## config.mk

```make
export PLATFORM = sky130hd
export DESIGN_NAME = hsv_to_rgb_converter_unit
export DESIGN_NICKNAME = d
export VERILOG_FILES = /design/src/rtl/hsv2rgb_pkg.sv /design/src/rtl/hsv2rgb_prep.sv /design/src/rtl/hsv2rgb_mul.sv /design/src/rtl/hsv2rgb_pack.sv /design/src/rtl/hsv_to_rgb_converter_unit.sv
export SDC_FILE = /design/constraint.sdc
export NUM_CORES = 2
export LEC_CHECK = 0
export ABC_AREA = 1
export ABC_CLOCK_PERIOD_IN_PS = 19700
export CORE_AREA = 2 2 350 318
export CTS_BUF_LIST = sky130_fd_sc_hd__clkbuf_4
export CTS_CLUSTER_SIZE = 8
export DETAILED_ROUTE_END_ITERATION = 16
export DIE_AREA = 0 0 352 320
export DONT_BUFFER_PORTS = 1
export GPL_TIMING_DRIVEN = 1
export HOLD_SLACK_MARGIN = 0.03
export PLACE_DENSITY = 0.72
export SLEW_MARGIN = 0
export SYNTH_ARGS = -nofsm -noshare
export SYNTH_HDL_FRONTEND = slang
export SYNTH_SLANG_ARGS = --single-unit
```

## constraint.sdc

```tcl
create_clock -name clk -period 19.7 [get_ports clk]
set_input_delay 3.94 -clock clk [delete_from_list [all_inputs] [get_ports clk]]
set_output_delay 3.94 -clock clk [all_outputs]
set_load 0.01 [all_outputs]
```

## src/rtl/hsv2rgb_pkg.sv

```systemverilog
`timescale 1ns / 1ps
package hsv2rgb_pkg;

  localparam int FB        = 16;
  localparam int HUE_W     = FB;
  localparam int FRAC_W    = FB + 1;
  localparam int IN_BITS   = HUE_W + 2 * FRAC_W;
  localparam int IN_TDATA_W = ((IN_BITS + 7) / 8) * 8;
  localparam int CH_W      = 8;
  localparam int RGB_W     = 3 * CH_W;

  localparam logic [FB:0] ONE = {1'b1, {FB{1'b0}}};

  typedef enum logic [2:0] {
    SEC_RED_YEL = 3'd0,
    SEC_YEL_GRN = 3'd1,
    SEC_GRN_CYN = 3'd2,
    SEC_CYN_BLU = 3'd3,
    SEC_BLU_MAG = 3'd4,
    SEC_MAG_RED = 3'd5
  } sector_t;

  typedef struct packed {
    logic [HUE_W-1:0]  hue;
    logic [FRAC_W-1:0] sat;
    logic [FRAC_W-1:0] bri;
  } hsv_t;

  typedef struct packed {
    sector_t           sector;
    logic [FB-1:0]     f;
    logic [FB:0]       fc;
    logic [FB:0]       s;
    logic [FB:0]       v;
  } prep_t;

  typedef struct packed {
    sector_t     sector;
    logic [FB:0] p;
    logic [FB:0] q;
    logic [FB:0] t;
    logic [FB:0] v;
  } pqt_t;

endpackage

```

## src/rtl/hsv2rgb_prep.sv

```systemverilog
`timescale 1ns / 1ps
module hsv2rgb_prep (
  input  logic                clk,
  input  logic                rst,
  input  logic                in_valid,
  output logic                in_ready,
  input  hsv2rgb_pkg::hsv_t   in_data,
  output logic                out_valid,
  input  logic                out_ready,
  output hsv2rgb_pkg::prep_t  out_data
);
  import hsv2rgb_pkg::*;

  logic [HUE_W+2:0] h6;
  logic [FB:0]      s_clamp;
  logic [FB:0]      v_clamp;
  logic [FB-1:0]    frac;
  prep_t            data_next;

  always_comb begin
    h6      = {in_data.hue, 2'b00} + {1'b0, in_data.hue, 1'b0};
    frac    = h6[FB-1:0];
    s_clamp = (in_data.sat > ONE) ? ONE : in_data.sat;
    v_clamp = (in_data.bri > ONE) ? ONE : in_data.bri;
    data_next.sector = sector_t'(h6[HUE_W+2:HUE_W]);
    data_next.f      = frac;
    data_next.fc     = ONE - {1'b0, frac};
    data_next.s      = s_clamp;
    data_next.v      = v_clamp;
  end

  assign in_ready = !out_valid || out_ready;

  always_ff @(posedge clk) begin
    if (rst) begin
      out_valid <= 1'b0;
    end else if (in_ready) begin
      out_valid <= in_valid;
    end
  end

  always_ff @(posedge clk) begin
    if (in_ready && in_valid) begin
      out_data <= data_next;
    end
  end

endmodule

```

## src/rtl/hsv2rgb_mul.sv

```systemverilog
`timescale 1ns / 1ps
module hsv2rgb_mul (
  input  logic                clk,
  input  logic                rst,
  input  logic                in_valid,
  output logic                in_ready,
  input  hsv2rgb_pkg::prep_t  in_data,
  output logic                out_valid,
  input  logic                out_ready,
  output hsv2rgb_pkg::pqt_t   out_data
);
  import hsv2rgb_pkg::*;

  // stage A: s-products and p
  logic [2*FB:0]   fs_full;
  logic [2*FB+1:0] gs_full;
  logic [2*FB+1:0] p_full;
  logic            a_valid;
  logic            a_ready;
  sector_t         a_sector;
  logic [FB:0]     a_v;
  logic [FB:0]     a_p;
  logic [FB:0]     a_omf;
  logic [FB:0]     a_omg;

  // stage B: q and t
  logic [2*FB+1:0] q_full;
  logic [2*FB+1:0] t_full;

  always_comb begin
    fs_full = in_data.f * in_data.s;
    gs_full = in_data.fc * in_data.s;
    p_full  = in_data.v * (ONE - in_data.s);
    q_full  = a_v * a_omf;
    t_full  = a_v * a_omg;
  end

  assign a_ready  = !out_valid || out_ready;
  assign in_ready = !a_valid || a_ready;

  always_ff @(posedge clk) begin
    if (rst) begin
      a_valid   <= 1'b0;
      out_valid <= 1'b0;
    end else begin
      if (in_ready) begin
        a_valid <= in_valid;
      end
      if (a_ready) begin
        out_valid <= a_valid;
      end
    end
  end

  always_ff @(posedge clk) begin
    if (in_ready && in_valid) begin
      a_sector <= in_data.sector;
      a_v      <= in_data.v;
      a_p      <= p_full[2*FB:FB];
      a_omf    <= ONE - fs_full[2*FB:FB];
      a_omg    <= ONE - gs_full[2*FB:FB];
    end
    if (a_ready && a_valid) begin
      out_data.sector <= a_sector;
      out_data.v      <= a_v;
      out_data.p      <= a_p;
      out_data.q      <= q_full[2*FB:FB];
      out_data.t      <= t_full[2*FB:FB];
    end
  end

endmodule

```

## src/rtl/hsv2rgb_pack.sv

```systemverilog
`timescale 1ns / 1ps
module hsv2rgb_pack (
  input  logic                   clk,
  input  logic                   rst,
  input  logic                   in_valid,
  output logic                   in_ready,
  input  hsv2rgb_pkg::pqt_t      in_data,
  output logic                   out_valid,
  input  logic                   out_ready,
  output logic [hsv2rgb_pkg::RGB_W-1:0] out_data
);
  import hsv2rgb_pkg::*;

  function automatic logic [CH_W-1:0] to_byte(input logic [FB:0] x);
    logic [FB+8:0] scaled;
    begin
      // x * 255 = (x << 8) - x
      scaled  = {x, 8'd0} - {8'd0, x};
      to_byte = scaled[FB+7:FB];
    end
  endfunction

  logic [FB:0]      r;
  logic [FB:0]      g;
  logic [FB:0]      b;
  logic [RGB_W-1:0] rgb_next;

  always_comb begin
    case (in_data.sector)
      SEC_RED_YEL: begin r = in_data.v; g = in_data.t; b = in_data.p; end
      SEC_YEL_GRN: begin r = in_data.q; g = in_data.v; b = in_data.p; end
      SEC_GRN_CYN: begin r = in_data.p; g = in_data.v; b = in_data.t; end
      SEC_CYN_BLU: begin r = in_data.p; g = in_data.q; b = in_data.v; end
      SEC_BLU_MAG: begin r = in_data.t; g = in_data.p; b = in_data.v; end
      default:     begin r = in_data.v; g = in_data.p; b = in_data.q; end
    endcase
    rgb_next = {to_byte(r), to_byte(g), to_byte(b)};
  end

  assign in_ready = !out_valid || out_ready;

  always_ff @(posedge clk) begin
    if (rst) begin
      out_valid <= 1'b0;
    end else if (in_ready) begin
      out_valid <= in_valid;
    end
  end

  always_ff @(posedge clk) begin
    if (in_ready && in_valid) begin
      out_data <= rgb_next;
    end
  end

endmodule

```

## src/rtl/hsv_to_rgb_converter_unit.sv

```systemverilog
`timescale 1ns / 1ps
// HSV to packed RGB pixel converter.
// Input stream s_*: one HSV colour per item. Output stream m_*: one packed
// 24-bit RGB pixel per item, in input order.
// Hue is a fraction of a full turn; saturation and brightness are 1.16
// fractions where 0x10000 is 1.0, larger values clamp to 1.0.
// Four register stages: hue split and clamping, the s-products and p,
// the q and t products, then sector select, 8-bit scaling and the output
// register. One item per clock is sustained while m_tready stays high,
// set by the one-item-per-stage pipeline.
// Each stage has its own valid bit and takes a new item whenever it is
// empty or its item moves on, so bubbles collapse while m_tready is low.
// When the receiver stalls, the pixel in the output register holds and up
// to three more items are taken before s_tready drops.
// Synchronous reset empties every stage; no item is pending afterwards.
module hsv_to_rgb_converter_unit (
  input  logic                                clk,
  input  logic                                rst,
  input  logic                                s_tvalid,
  output logic                                s_tready,
  // hue [15:0], saturation [32:16], brightness [49:33], zero fill above
  input  logic [hsv2rgb_pkg::IN_TDATA_W-1:0]  s_tdata,
  output logic                                m_tvalid,
  input  logic                                m_tready,
  // packed_rgb [23:0]: blue [7:0], green [15:8], red [23:16]
  output logic [hsv2rgb_pkg::RGB_W-1:0]       m_tdata
);
  import hsv2rgb_pkg::*;

  hsv_t  in_hsv;
  prep_t prep_data;
  logic  prep_valid;
  logic  prep_ready;
  pqt_t  pqt_data;
  logic  pqt_valid;
  logic  pqt_ready;

  always_comb begin
    in_hsv.hue = s_tdata[HUE_W-1:0];
    in_hsv.sat = s_tdata[HUE_W+FRAC_W-1:HUE_W];
    in_hsv.bri = s_tdata[IN_BITS-1:HUE_W+FRAC_W];
  end

  hsv2rgb_prep u_prep (
    .clk       (clk),
    .rst       (rst),
    .in_valid  (s_tvalid),
    .in_ready  (s_tready),
    .in_data   (in_hsv),
    .out_valid (prep_valid),
    .out_ready (prep_ready),
    .out_data  (prep_data)
  );

  hsv2rgb_mul u_mul (
    .clk       (clk),
    .rst       (rst),
    .in_valid  (prep_valid),
    .in_ready  (prep_ready),
    .in_data   (prep_data),
    .out_valid (pqt_valid),
    .out_ready (pqt_ready),
    .out_data  (pqt_data)
  );

  hsv2rgb_pack u_pack (
    .clk       (clk),
    .rst       (rst),
    .in_valid  (pqt_valid),
    .in_ready  (pqt_ready),
    .in_data   (pqt_data),
    .out_valid (m_tvalid),
    .out_ready (m_tready),
    .out_data  (m_tdata)
  );

endmodule

```

==> flow_summary.toml <==
[synthesis]
dominantRegCellSynth = "sky130_fd_sc_hd__edfxtp_1"
synth_top_area_share_pct = 36.9
synthesis.area_per_instance_um2 = 7.67
ys_seq_elements = 237
post_synth_instance_area_um2 = 61700
async_reset_ff_share_pct = 0
edff_count_synth = 233
synth_nets = 9764
synth.yosys.seq_area_share_pct = 11.5
synth_cells = 8042
synth_cell_type_count = 57
synth.yosys.warnings = 0
netlist.top_cell.by_area = "sky130_fd_sc_hd__fa_1"
synth_area_leaders = "sky130_fd_sc_hd__fa_1 (37%), sky130_fd_sc_hd__nand2_1 (14%), sky130_fd_sc_hd__inv_1 (13%)"

[global_routing]
overflow = 0
first_global_vias = 52200
maximum_number_of_pins_on_one_net_before_global_route_repair = 72
global_route.usage.total_pct = 30.0
grt_first_pass_wirelength_um = 269000
number_of_antenna_violations_at_the_first_check_in_global_routing = 4

[sta]
post-route-period-util_pct = 44.4
clock.fmax_mhz = 114
slew_headroom_pct = 12.3
post-route-worst-setup-slack_ns = 10.95
finalSetupTns_ns = 0
worst-slew-pin-transition_ns = 1.31
finalHoldViolCount = 0
finalSetupViolations = 0
rsz0062_at_grt = "no"
final-max-slew-violation-count = 0
min_period_ns = 8.75
timing.clock.skew_ns = 0.0635

[cells_and_area]
final-seq-area_um2 = 7080
drive_above_1_share_pct = 2.19
filler_cell_count_in_the_final_layout = 9974
most_common_cell_after_layout_fill_and_taps_aside = "sky130_fd_sc_hd__nand2_1"
finalCoreUtilization_pct = 58.5
most_frequent_cells_in_the_layout = "sky130_fd_sc_hd__nand2_1 (2220), sky130_fd_sc_hd__inv_1 (2207), sky130_fd_sc_hd__fa_1 (1137)"
nNetsFinal = 9562
multi_input_comb_area_um2 = 45100
area_delta_synth_final_pct = 2.95

[clocking]
total_of_hold_buffers_inserted_after_clock_tree_synthesis = 0
cts-htree-levels = 3
postCtsResizedCells = 0
cts_root_buf = "sky130_fd_sc_hd__clkbuf_4"
clock_latency_ns = 0.93
clock_tree.buffer_depth = 3
number_of_buffers_inserted_during_clock_tree_synthesis = 67
cts_setup_buffers = 0
clkSinkCount = 237
cts_tree = "built"
clock_transition_at_the_register_clock_pins_on_the_worst_setup_and_hold_paths_after_cts_ns = 0.06

[drt]
drcViolationCount = 0
detailroute.via_count = 50000
postRouteAntennaNets = 0
drt_iter0_drc = 4144
routed_via_density = 5.34
drt_first_pass_iters = 6
detail_route.wl_per_cell_um = 17.5
drt-total-wl_um = 164000

[placed_design]
pre_cts_slack_ns = 10.95
hpwlAfterDp_um = 129000
gp_routability_congestion = 0.965
io_buffers = 0

[floorplan]
start_util_pct = 56.8
die_h_um = 320
die_area_um2 = 113000
core_um2 = 109000
floorplan.die.width_um = 352
ioPinCount = 86
num_rows = 115

[setup_path]
crit_path_start_kind = "primary input"
path_class = "primary input to primary output"
critical_path_arrival_ns = 4.81
worst-path-max-fanout = 3
worst-endpoint-required_ns = 15.76
endpoint_kind = "primary output"

[job]
cap_violations = 0

[status]
run_status = "finished, final reports clean"

[worst_hold_path]
hold_path.class = "register to register"
-- area by class of cell --
type	instances	area share (%)
Sequential cell	237	11.1
Clock buffer	81	0.957
Clock inverter	31	0.412
Timing Repair Buffer	44	0.520
Tap cell	1462	2.88
Inverter	2216	13.1
Multi-Input combinational cell	5274	71.0
Antenna cell	5	0.0197
-- registers in the layout (all words and copies together) (netlist names) --
| name | flops |
|---|---|
| u_mul.a_p | 17 |
| u_mul.out_valid | 1 |
| u_prep.out_data | 67 |
| u_mul.a_sector | 3 |
| u_mul.a_valid | 1 |
| u_mul.a_omg | 17 |
| u_prep.out_valid | 1 |
| u_mul.a_v | 17 |
| u_pack.out_data | 24 |
| u_mul.a_omf | 17 |
| u_mul.out_data | 71 |
| u_pack.out_valid | 1 |
-- path summary, 6_finish.rpt --
kind / to / from / slack [ns] / depth (start not counted)
min reg2reg: u_mul.out_data[51]$_DFFE_PP_ / u_mul.a_p[0]$_DFFE_PP_ / 0.42 / 0
max: s_tready / m_tready / 10.95 / 8
max reg2reg: u_mul.a_p[12]$_DFFE_PP_ / u_prep.out_data[17]$_SDFFCE_PN0P_ / 11.29 / 31
min: u_mul.out_data[51]$_DFFE_PP_ / u_mul.a_p[0]$_DFFE_PP_ / 0.42 / 0
-- layer usage --
metal  part of all wire (%)  track usage [%]  up-vias
li1                       -                -    23100
met1                     43             41.3    24400
met2                     45             48.2     2105
met3                    8.7             5.28      365
met4                    3.3             10.0        2
met5                 0.0079                0        -
-- critical path, cell delays in order --
cell and delay, ns:
sky130_fd_sc_hd__nor2_1 0.14, sky130_fd_sc_hd__inv_1 0.07, sky130_fd_sc_hd__nor2_1 0.09, sky130_fd_sc_hd__inv_1 0.07, sky130_fd_sc_hd__nor2_1 0.08, sky130_fd_sc_hd__inv_1 0.06
sky130_fd_sc_hd__nor2_1 0.21, sky130_fd_sc_hd__inv_1 0.14
-- synth_stat cells (7+ instances only) --
library cell	number
sky130_fd_sc_hd__a31oi_1	10
sky130_fd_sc_hd__nor3_1	44
sky130_fd_sc_hd__a21oi_1	204
sky130_fd_sc_hd__xor2_1	88
sky130_fd_sc_hd__nor4_1	18
sky130_fd_sc_hd__inv_1	2209
sky130_fd_sc_hd__nor2_1	466
sky130_fd_sc_hd__nand4_1	66
sky130_fd_sc_hd__edfxtp_1	233
sky130_fd_sc_hd__o21a_1	10
sky130_fd_sc_hd__ha_1	525
sky130_fd_sc_hd__xnor2_1	32
sky130_fd_sc_hd__clkbuf_1	291
sky130_fd_sc_hd__o211ai_1	12
sky130_fd_sc_hd__nand3_1	172
sky130_fd_sc_hd__nand2_1	2220
sky130_fd_sc_hd__o21bai_1	18
sky130_fd_sc_hd__o21ai_0	132
sky130_fd_sc_hd__a21boi_0	8
sky130_fd_sc_hd__fa_1	1137
sky130_fd_sc_hd__o22ai_1	7
sky130_fd_sc_hd__nand3b_1	14
sky130_fd_sc_hd__buf_2	14
sky130_fd_sc_hd__a221oi_1	10
sky130_fd_sc_hd__a21o_1	14
sky130_fd_sc_hd__and2_1	7
sky130_fd_sc_hd__o2111ai_1	7
-- per-stage QoR --
stage	std cells	hold slack [ns]	instance area (µm²)
3_3_place_gp	9233	0.408	62600
6_report	9350	0.422	63500
3_5_place_dp	9233	0.407	62600
5_1_grt	9348	0.434	63500
4_1_cts	9345	0.422	63500
2_1_floorplan	8042	0.400	61700
-- cells by family after synthesis --
family / synth area share, %
buffers and inverters: 15.5
and+or+nand+nor: 19.5
xor gates and xnor gates: 1.70
adders and majority gates: 47.5
AOI/OAI and AO/OA: 4.27
DFF: 11.5
Power is left out: the tool's default activity adds up to more than one toggle a clock period on the data nets, which glitch-free logic cannot reach.
